===== config.mk =====
export PLATFORM = sky130hd
export DESIGN_NAME = byte_ring_buffer_with_overwrite
export DESIGN_NICKNAME = d
export VERILOG_FILES = /design/src/hdl/brb_pkg.sv /design/src/hdl/brb_mem.sv /design/src/hdl/brb_ctrl.sv /design/src/hdl/byte_ring_buffer_with_overwrite.sv
export VERILOG_INCLUDE_DIRS = /design/src /design/src/hdl
export SDC_FILE = /design/constraint.sdc
export NUM_CORES = 2
export LEC_CHECK = 0
export CAP_MARGIN = 20
export CORE_UTILIZATION = 68
export DETAILED_ROUTE_END_ITERATION = 12
export DONT_BUFFER_PORTS = 1
export PLACE_DENSITY = 0.81
export SYNTH_ARGS = -nofsm -noshare
export SYNTH_HDL_FRONTEND = slang
export SYNTH_HIERARCHICAL = 1
export SYNTH_SLANG_ARGS = --single-unit

===== constraint.sdc =====
create_clock -name aclk -period 12.73 [get_ports aclk]
set_clock_uncertainty 0.05 [all_clocks]
set_input_delay 2.546 -clock aclk [delete_from_list [all_inputs] [get_ports aclk]]
set_output_delay 2.546 -clock aclk [all_outputs]
set_load 0.005 [all_outputs]

===== src/hdl/byte_ring_buffer_with_overwrite_assert.svh =====
// Assertion macros for the byte ring buffer.
`ifndef BYTE_RING_BUFFER_WITH_OVERWRITE_ASSERT_SVH
`define BYTE_RING_BUFFER_WITH_OVERWRITE_ASSERT_SVH
`ifndef SYNTHESIS
`define BRB_ASSERT(lbl, clk, rst_n, prop) \
    lbl: assert property (@(posedge clk) disable iff (!rst_n) prop) \
        else $error("brb assertion failed");
`define BRB_ASSERT_ALWAYS(lbl, clk, prop) \
    lbl: assert property (@(posedge clk) prop) \
        else $error("brb assertion failed");
`else
`define BRB_ASSERT(lbl, clk, rst_n, prop)
`define BRB_ASSERT_ALWAYS(lbl, clk, prop)
`endif
`endif


===== src/hdl/brb_pkg.sv =====
// Types, codes and helpers shared by the byte ring buffer modules.
package brb_pkg;

    localparam logic [2:0] KIND_PUT      = 3'd0;
    localparam logic [2:0] KIND_OVERWRITE = 3'd1;
    localparam logic [2:0] KIND_GET      = 3'd2;
    localparam logic [2:0] KIND_SET_READ = 3'd3;
    localparam logic [2:0] KIND_SET_FILL = 3'd4;

    localparam logic [2:0] ST_OK       = 3'd0;
    localparam logic [2:0] ST_FULL     = 3'd1;
    localparam logic [2:0] ST_EMPTY    = 3'd2;
    localparam logic [2:0] ST_OVERLOAD = 3'd3;
    localparam logic [2:0] ST_RANGE    = 3'd4;

    localparam int IDX_W = 9;

    typedef struct packed {
        logic             wr_en;
        logic             rd_en;
        logic [IDX_W-1:0] idx;
        logic [7:0]       wdata;
    } mem_req_t;

    typedef struct packed {
        logic             has_byte;
        logic [2:0]       status;
        logic [7:0]       position;
        logic [IDX_W-1:0] fill;
    } result_t;

    // Next ring index, wrapping at the capacity.
    function automatic logic [IDX_W-1:0] ring_advance(input logic [IDX_W-1:0] idx,
                                                      input logic [IDX_W-1:0] cap);
        logic [IDX_W:0] n;
        n = {1'b0, idx} + {{IDX_W{1'b0}}, 1'b1};
        if (n >= {1'b0, cap}) begin
            return '0;
        end
        return n[IDX_W-1:0];
    endfunction

endpackage


===== src/hdl/brb_mem.sv =====
// Byte store: single-port synchronous memory with a clearing pass after reset.
module brb_mem import brb_pkg::*; #(
    parameter int DEPTH = 256
) (
    input  logic       aclk,
    input  logic       aresetn,
    input  mem_req_t   req,
    output logic [7:0] rdata,
    output logic       clr_busy
);

    localparam int MEM_DEPTH = (DEPTH > 511) ? 511 : DEPTH;
    localparam int AW        = $clog2(MEM_DEPTH);
    localparam logic [AW-1:0] LAST_ADDR = AW'(MEM_DEPTH - 1);

    logic [7:0]    mem [MEM_DEPTH];
    logic [7:0]    rdata_reg;
    logic [AW-1:0] clr_cnt_reg, clr_cnt_next;
    logic          clr_busy_reg, clr_busy_next;
    logic [AW-1:0] addr;

    assign addr = req.idx[AW-1:0];

    always_comb begin
        clr_cnt_next  = clr_cnt_reg;
        clr_busy_next = clr_busy_reg;
        if (clr_busy_reg) begin
            clr_cnt_next = clr_cnt_reg + 1'b1;
            if (clr_cnt_reg == LAST_ADDR) begin
                clr_busy_next = 1'b0;
            end
        end
    end

    always_ff @(posedge aclk) begin
        if (!aresetn) begin
            clr_cnt_reg  <= '0;
            clr_busy_reg <= 1'b1;
        end else begin
            clr_cnt_reg  <= clr_cnt_next;
            clr_busy_reg <= clr_busy_next;
        end
    end

    always_ff @(posedge aclk) begin
        if (clr_busy_reg) begin
            mem[clr_cnt_reg] <= 8'h00;
        end else if (req.wr_en) begin
            mem[addr] <= req.wdata;
        end
        if (req.rd_en) begin
            rdata_reg <= mem[addr];
        end
    end

    assign rdata    = rdata_reg;
    assign clr_busy = clr_busy_reg;

endmodule


===== src/hdl/brb_ctrl.sv =====
`include "byte_ring_buffer_with_overwrite_assert.svh"
// Ring control: capacity, indices, fill count and operation decode.
module brb_ctrl import brb_pkg::*; #(
    parameter int DEPTH = 256
) (
    input  logic             aclk,
    input  logic             aresetn,
    input  logic             cfg_wr,
    input  logic [IDX_W-1:0] cfg_cap,
    input  logic             op_valid,
    input  logic [2:0]       kind,
    input  logic [7:0]       data_byte,
    input  logic [IDX_W-1:0] new_value,
    output mem_req_t         req,
    output result_t          res,
    output logic [IDX_W-1:0] capacity
);

    localparam logic [16:0] DEPTH_W = 17'(DEPTH);
    localparam logic [IDX_W-1:0] CAP_RST =
        (DEPTH < 256) ? IDX_W'(DEPTH) : IDX_W'(256);

    logic [IDX_W-1:0] cap_reg, cap_next;
    logic [IDX_W-1:0] widx_reg, widx_next;
    logic [IDX_W-1:0] ridx_reg, ridx_next;
    logic [IDX_W-1:0] cnt_reg, cnt_next;
    logic [2:0]       status;
    logic [IDX_W-1:0] cap_limited;

    always_comb begin
        cap_limited = cfg_cap;
        if (cfg_cap == '0) begin
            cap_limited = IDX_W'(1);
        end else if ({8'b0, cfg_cap} > DEPTH_W) begin
            cap_limited = DEPTH_W[IDX_W-1:0];
        end
    end

    always_comb begin
        cap_next  = cap_reg;
        widx_next = widx_reg;
        ridx_next = ridx_reg;
        cnt_next  = cnt_reg;
        status    = ST_OK;
        req       = '{wr_en: 1'b0, rd_en: 1'b0, idx: widx_reg, wdata: data_byte};
        if (cfg_wr) begin
            cap_next  = cap_limited;
            widx_next = '0;
            ridx_next = '0;
            cnt_next  = '0;
        end else if (op_valid) begin
            case (kind)
                KIND_PUT: begin
                    if (cnt_reg < cap_reg) begin
                        req.wr_en = 1'b1;
                        widx_next = ring_advance(widx_reg, cap_reg);
                        cnt_next  = cnt_reg + 1'b1;
                    end else begin
                        status = ST_FULL;
                    end
                end
                KIND_OVERWRITE: begin
                    req.wr_en = 1'b1;
                    widx_next = ring_advance(widx_reg, cap_reg);
                    if (cnt_reg < cap_reg) begin
                        cnt_next = cnt_reg + 1'b1;
                    end else begin
                        // drop the oldest byte
                        ridx_next = widx_next;
                        status    = ST_OVERLOAD;
                    end
                end
                KIND_GET: begin
                    if (cnt_reg != '0) begin
                        req.rd_en = 1'b1;
                        req.idx   = ridx_reg;
                        ridx_next = ring_advance(ridx_reg, cap_reg);
                        cnt_next  = cnt_reg - 1'b1;
                    end else begin
                        status = ST_EMPTY;
                    end
                end
                KIND_SET_READ: begin
                    if (new_value < cap_reg) begin
                        ridx_next = new_value;
                    end else begin
                        status = ST_RANGE;
                    end
                end
                KIND_SET_FILL: begin
                    if (new_value <= cap_reg) begin
                        cnt_next = new_value;
                    end else begin
                        status = ST_RANGE;
                    end
                end
                default: begin
                    status = ST_RANGE;
                end
            endcase
        end
    end

    always_ff @(posedge aclk) begin
        if (!aresetn) begin
            cap_reg  <= CAP_RST;
            widx_reg <= '0;
            ridx_reg <= '0;
            cnt_reg  <= '0;
        end else begin
            cap_reg  <= cap_next;
            widx_reg <= widx_next;
            ridx_reg <= ridx_next;
            cnt_reg  <= cnt_next;
        end
    end

    assign res.has_byte = req.rd_en;
    assign res.status   = status;
    assign res.position = ridx_next[7:0];
    assign res.fill     = cnt_next;
    assign capacity     = cap_reg;

    `BRB_ASSERT(a_fill_in_cap, aclk, aresetn, cnt_reg <= cap_reg)
    `BRB_ASSERT(a_ridx_in_cap, aclk, aresetn, ridx_reg < cap_reg)
    `BRB_ASSERT(a_widx_in_cap, aclk, aresetn, widx_reg < cap_reg)
    `BRB_ASSERT_ALWAYS(a_one_access, aclk, !(req.wr_en && req.rd_en))

endmodule


===== src/hdl/byte_ring_buffer_with_overwrite.sv =====
// Byte ring buffer with overwrite-oldest mode: top level.
//
// Input items arrive on s_tvalid/s_tready: s_tuser carries the operation kind
// (put, overwrite put, get, set read index, set fill count), s_tdata the byte
// and the new index or count. Each item gives one result item on
// m_tvalid/m_tready: status in m_tuser, read byte, read position and fill
// level in m_tdata. Items pass the first stage register, then the output
// register. While m_tready holds, one item per cycle is sustained: indices
// are registers and an item touches at most one single-port memory entry.
// The capacity register sits at APB address 0; writing it clears both
// indices and the fill count but leaves the stored bytes in place.
// After reset all min(DEPTH, 511) byte memory entries are swept to zero,
// one entry per cycle, with s_tready low; APB writes are taken meanwhile.
// When the receiver stalls, the output register and one in-flight stage
// fill up and s_tready drops until m_tready returns.
module byte_ring_buffer_with_overwrite import brb_pkg::*; #(
    parameter int DEPTH = 256
) (
    input  logic        aclk,
    input  logic        aresetn,
    // APB configuration
    input  logic        psel,
    input  logic        penable,
    input  logic        pwrite,
    input  logic [2:0]  paddr,
    input  logic [31:0] pwdata,
    output logic [31:0] prdata,
    output logic        pready,
    // input items
    input  logic        s_tvalid,
    output logic        s_tready,
    input  logic [23:0] s_tdata,   // data_byte[7:0], new_value[16:8], zero pad
    input  logic [2:0]  s_tuser,   // kind[2:0]
    // result items
    output logic        m_tvalid,
    input  logic        m_tready,
    output logic [31:0] m_tdata,   // read_byte[7:0], read_position[15:8],
                                   // fill_level[24:16], zero pad
    output logic [2:0]  m_tuser    // status[2:0]
);

    mem_req_t         req;
    result_t          res;
    logic [IDX_W-1:0] capacity;
    logic [7:0]       rdata;
    logic             clr_busy;
    logic             cfg_wr;
    logic             s_accept;
    logic             p1_adv;

    logic             p1_valid_reg, p1_valid_next;
    result_t          p1_res_reg;
    logic             m_valid_reg, m_valid_next;
    logic [31:0]      m_data_reg;
    logic [2:0]       m_user_reg;

    assign pready = 1'b1;
    assign cfg_wr = psel && penable && pwrite && (paddr[2] == 1'b0);
    assign prdata = (paddr[2] == 1'b0) ? {23'b0, capacity} : 32'b0;

    assign p1_adv   = !m_valid_reg || m_tready;
    assign s_tready = !clr_busy && (!p1_valid_reg || p1_adv);
    assign s_accept = s_tvalid && s_tready;

    brb_ctrl #(.DEPTH(DEPTH)) u_ctrl (
        .aclk      (aclk),
        .aresetn   (aresetn),
        .cfg_wr    (cfg_wr),
        .cfg_cap   (pwdata[8:0]),
        .op_valid  (s_accept),
        .kind      (s_tuser),
        .data_byte (s_tdata[7:0]),
        .new_value (s_tdata[16:8]),
        .req       (req),
        .res       (res),
        .capacity  (capacity)
    );

    brb_mem #(.DEPTH(DEPTH)) u_mem (
        .aclk     (aclk),
        .aresetn  (aresetn),
        .req      (req),
        .rdata    (rdata),
        .clr_busy (clr_busy)
    );

    always_comb begin
        p1_valid_next = p1_valid_reg;
        if (s_accept) begin
            p1_valid_next = 1'b1;
        end else if (p1_adv) begin
            p1_valid_next = 1'b0;
        end
        m_valid_next = m_valid_reg;
        if (p1_adv) begin
            m_valid_next = p1_valid_reg;
        end
    end

    always_ff @(posedge aclk) begin
        if (!aresetn) begin
            p1_valid_reg <= 1'b0;
            m_valid_reg  <= 1'b0;
        end else begin
            p1_valid_reg <= p1_valid_next;
            m_valid_reg  <= m_valid_next;
        end
    end

    // memory read data lines up with the item held in the first stage
    always_ff @(posedge aclk) begin
        if (s_accept) begin
            p1_res_reg <= res;
        end
        if (p1_valid_reg && p1_adv) begin
            m_data_reg <= {7'b0, p1_res_reg.fill, p1_res_reg.position,
                           p1_res_reg.has_byte ? rdata : 8'h00};
            m_user_reg <= p1_res_reg.status;
        end
    end

    assign m_tvalid = m_valid_reg;
    assign m_tdata  = m_data_reg;
    assign m_tuser  = m_user_reg;

endmodule

# [Word level (Yosys, flattened, before mapping)]
# Memory sizes are Yosys's and may differ from the RTL's. A register that Yosys moved wholly into a read port is not among the register bits.
# Index checks and enable logic that the tools add are counted.
[totals] mem_count=1 ram_bits=2048 inputBits=69 register_bits=96 elab_cells=120 out_inout_bits=70
[classes] n_addsub=5 mux=59 reduce_logical=22 order_cmp=6 bitwise=2 eq_ne=9
[memory_table] name="u_mem.mem" depth=256 word_bits=8 rd=1 rd_ports_with_merged_regs=1 write_ports=1 line="brb_mem.sv:16" source="logic [7:0] mem [MEM_DEPTH];"
[ops] op="$mux 9" count=17
[ops] op="$pmux 9 s3" count=2
[ops] op="$mux 8" count=4
[ops] op="$mux 1" count=25
[ops] op="$mux 11" count=2
[ops] op="$add 9x1->10 const B" count=2
[ops] op="$ge 10x9->1" count=2
[ops] op="$mux 10" count=2
[ops] op="$lt 9x9->1" count=2
[ops] op="$pmux 9 s2" count=1
[ops] op="$pmux 3 s5" count=1
[ops] op="$add 9x1->9 const B" count=1
[ops] op="$gt 9x9->1 const B" count=1
[ops] op="$le 9x9->1" count=1
[ops] op="$logic_not 9->1" count=1
[ops] op="$reduce_bool 9->1" count=1
[ops] op="$sub 9x1->9 const B" count=1
[ops] op="$add 8x1->8 const B" count=1
[ops] op="$eq 8x8->1 const B" count=1
[ops] op="$reduce_or 8->1" count=1
[ops] op="$eq 3x2->1 const B" count=2
[ops] op="$logic_and 1x1->1" count=6
[ops] op="$mux 3" count=2
[ops] op="$ne 2x1->1 const B" count=3
[ops] op="14 further kinds" count=21

# [Logic depth before layout (Yosys ltp)]
[depth] depth_word=12 mapped_depth=19 depth_no_buf=13

# [Modules after synthesis]
# Netlist, hierarchy kept.
[modules_own_cells] mod="brb_mem" instances=1 cells_each=3769 area_each_um2=80453.4 seq_area_each_um2=61919.4
[modules_own_cells] mod="brb_ctrl" instances=1 cells_each=546 area_each_um2=3997.6 seq_area_each_um2=720.7
[modules_own_cells] mod="byte_ring_buffer_with_overwrite" instances=1 cells_each=110 area_each_um2=1949.4 seq_area_each_um2=1511.4

# [Worst setup path before layout]
# No wires, ideal clock.
[synth_path] kind="input to register" from="in s_tvalid" to="mem u_mem.mem[0][0], data pin" t_required_ns=11.811 arrival_time_ns=8.411 cell_stages=8 path_buffers=2 setup_ns=0.869 setup_slack_ns=3.400 path_cell_list="nand2b_1 > a21oi_1 > nand2_1 > a211oi_1 > nor2b_1 > clkbuf_1 > clkbuf_1 > and2_1"
[synth_lines] element="start, declared" line="byte_ring_buffer_with_overwrite.sv:30" source="input logic s_tvalid,"
[synth_lines] element="end, declared" line="brb_mem.sv:16"

==> run metrics <==
Ports roughly 140; total CTS buffers 200; pin count of the biggest net entering global routing roughly 140; post-CTS resize count 0; Clock Latency Late Sink between 0.8 and 0.9 ns; Critical R2R Launch u_mem/clr_busy; HPWL Detailed 121000 um; first-pass GRT wire length 307000 um; status finished, final reports clean; Final Setup Violations 0; Buffers on Ports 0; Power Dens Cells 144 nW/um^2; Avg WL per Cell around 34 um; syn_area_per_cell about 20 um^2; # fillers between 6000 and 7000; cell family with most CP delay buffers and inverters; DIE AREA 128000 um^2; grt ovf 0; Syn Inst Count roughly 4400; Worst setup SP type input pin; final hold violation count 0; gpl congestion 0.914; Hold/Removal Path Class reg -> reg; Tot GR Track Use roughly a third; VDD IR max between 100 and 150 uV; Critical Path Fanout Max 81; Chip Width ~360 um; r2r endpoint u_mem/rdata[6]; PnR Total Power about 13 mW; Clk pin slew, worst setup/hold paths ~0.06 ns; maximum clock rate around 0.12 GHz; CTS tree done; static leakage 28.5 nW; max reg flops between 2000 and 2500; R2R depth 16; Max Cap Viol 0; Worst EP arrival approximately 8.6 ns; H-Tree Depth 4; Worst Setup SP pwrite; worst-margin pin slew between 1 and 1.5 ns; ratio of cells with drive above 1 in the final layout ~19%; RSZ-0062 raised after global routing false; setup TNS 0 ns; post-CTS setup buffers 0; Final Net Count around 4500; CP Capture Type flip-flop; vias per cell ~7.3; die span in y 358 um; Starting Density about two thirds; Core Region approximately 130000 um^2; CP endpoint u_mem/rdata[6]; final WL 212000 um; total vias in the final route 45500; CP Cell Sequence and4b_1, buf_4, inv_1, nand2_1, nor2_2, buf_4, mux2_8, buf_4, nand2b_2, buf_4, o221ai_1, o22ai_1, nor3_1, nor3_1, a311oi_1; CP max stage delay approximately 0.86 ns; period utilization a little under two thirds; Netlist Area Pre-Place 86400 um^2; CTS sink count around 2200; critical path's slowest cell nor3_1; slew margin rel. approximately 16%; Pins Over Slew Limit 0; Worst Path Buf+Inv 5; CP required ~13 ns; Max clock buf depth 3; minimum clock period 8.12 ns; Initial DRC Count between 7000 and 8000; worst reg-to-reg setup slack 6.02 ns; WS Path Type in -> reg; Residual DRC 0; root buf cell clkbuf_16; YS warnings 6; Rows 130; vias in the first global route roughly 45000; final core utilization approximately three quarters; hold buffer count at cts 0; Pre-Repair DR Iteration Count 9; Worst path most repeated cell buf_4; critical path depth in cells 15; initial antenna violation count 7; Antenna Violating Nets Remaining 0; Area Growth Syn to Fin 8.64%
==> where the power goes <==
part | internal [mW] | switching [mW] | leakage, nW | total, mW
combinational | 0.0247 | 0.0715 | 5.56 | 0.0962
clock | 3.19 | 2.52 | 2.99 | 5.71
sequential | 7.66 | 0.00455 | 20.0 | 7.67
total | 10.9 | 2.60 | 28.5 | 13.5
==> per-stage QoR <==
step | instances | cell area [um^2] | hold WS [ns] | setup slack, ns
finish | 6250 | 93900 | 0.367 | 4.61
global route | 6246 | 93800 | 0.377 | 4.61
CTS | 6236 | 93700 | 0.368 | 4.86
detailed placement | 5875 | 87500 | 0.355 | 4.02
global placement | 5875 | 87500 | 0.351 | 4.10
floorplan | 4453 | 86500 | 0.350 | 3.40
==> final cells by class <==
class / instances / area, um^2 / area share [%]
diodes: 5 / 12.5 / 0.0133
clock buffers: 262 / 5340 / 5.69
clock inverters: 99 / 827 / 0.881
inverters: 28 / 105 / 0.112
multi-input cells: 1974 / 20600 / 22.0
flip-flops and latches: 2152 / 64200 / 68.4
well taps: 1650 / 2060 / 2.20
repair buffers: 80 / 721 / 0.768
==> how the worst min path moves through the flow <==
stage	from	to	slack, ns	cells after the start
after global routing	p1_res_reg[17]	m_tuser[0]	0.38	0
after CTS	p1_res_reg[2]	m_tdata[18]	0.37	0
final	p1_res_reg[4]	m_tdata[20]	0.37	0
after floorplan	p1_res_reg[11]	m_tdata[10]	0.35	0
after detailed placement	p1_res_reg[2]	m_tdata[18]	0.35	0
after global placement	p1_res_reg[7]	m_tdata[23]	0.35	0
==> per-layer routing <==
metal | track usage [%] | part of all wire, %
met5 | 0 | 0.024
met2 | 52.9 | 48
met3 | 7.99 | 12
met4 | 15.5 | 5.0
met1 | 45.3 | 35
==> cell usage in the layout, fill, tap and decap left out, types with 24 or more instances in the layout <==
cell type,instances
a21oi_1,68
and2_1,28
buf_4,70
clkbuf_1,56
clkbuf_16,204
clkinv_1,48
clkinv_2,24
conb_1,31
dfxtp_1,47
edfxtp_1,2105
ha_1,40
inv_1,25
mux2i_1,209
mux4_2,484
nand2_1,124
nand3_1,46
nor2_1,328
nor3_1,46
o21ai_0,71
o221ai_1,60
o22ai_1,72
Power figures use the tool's default switching activity.
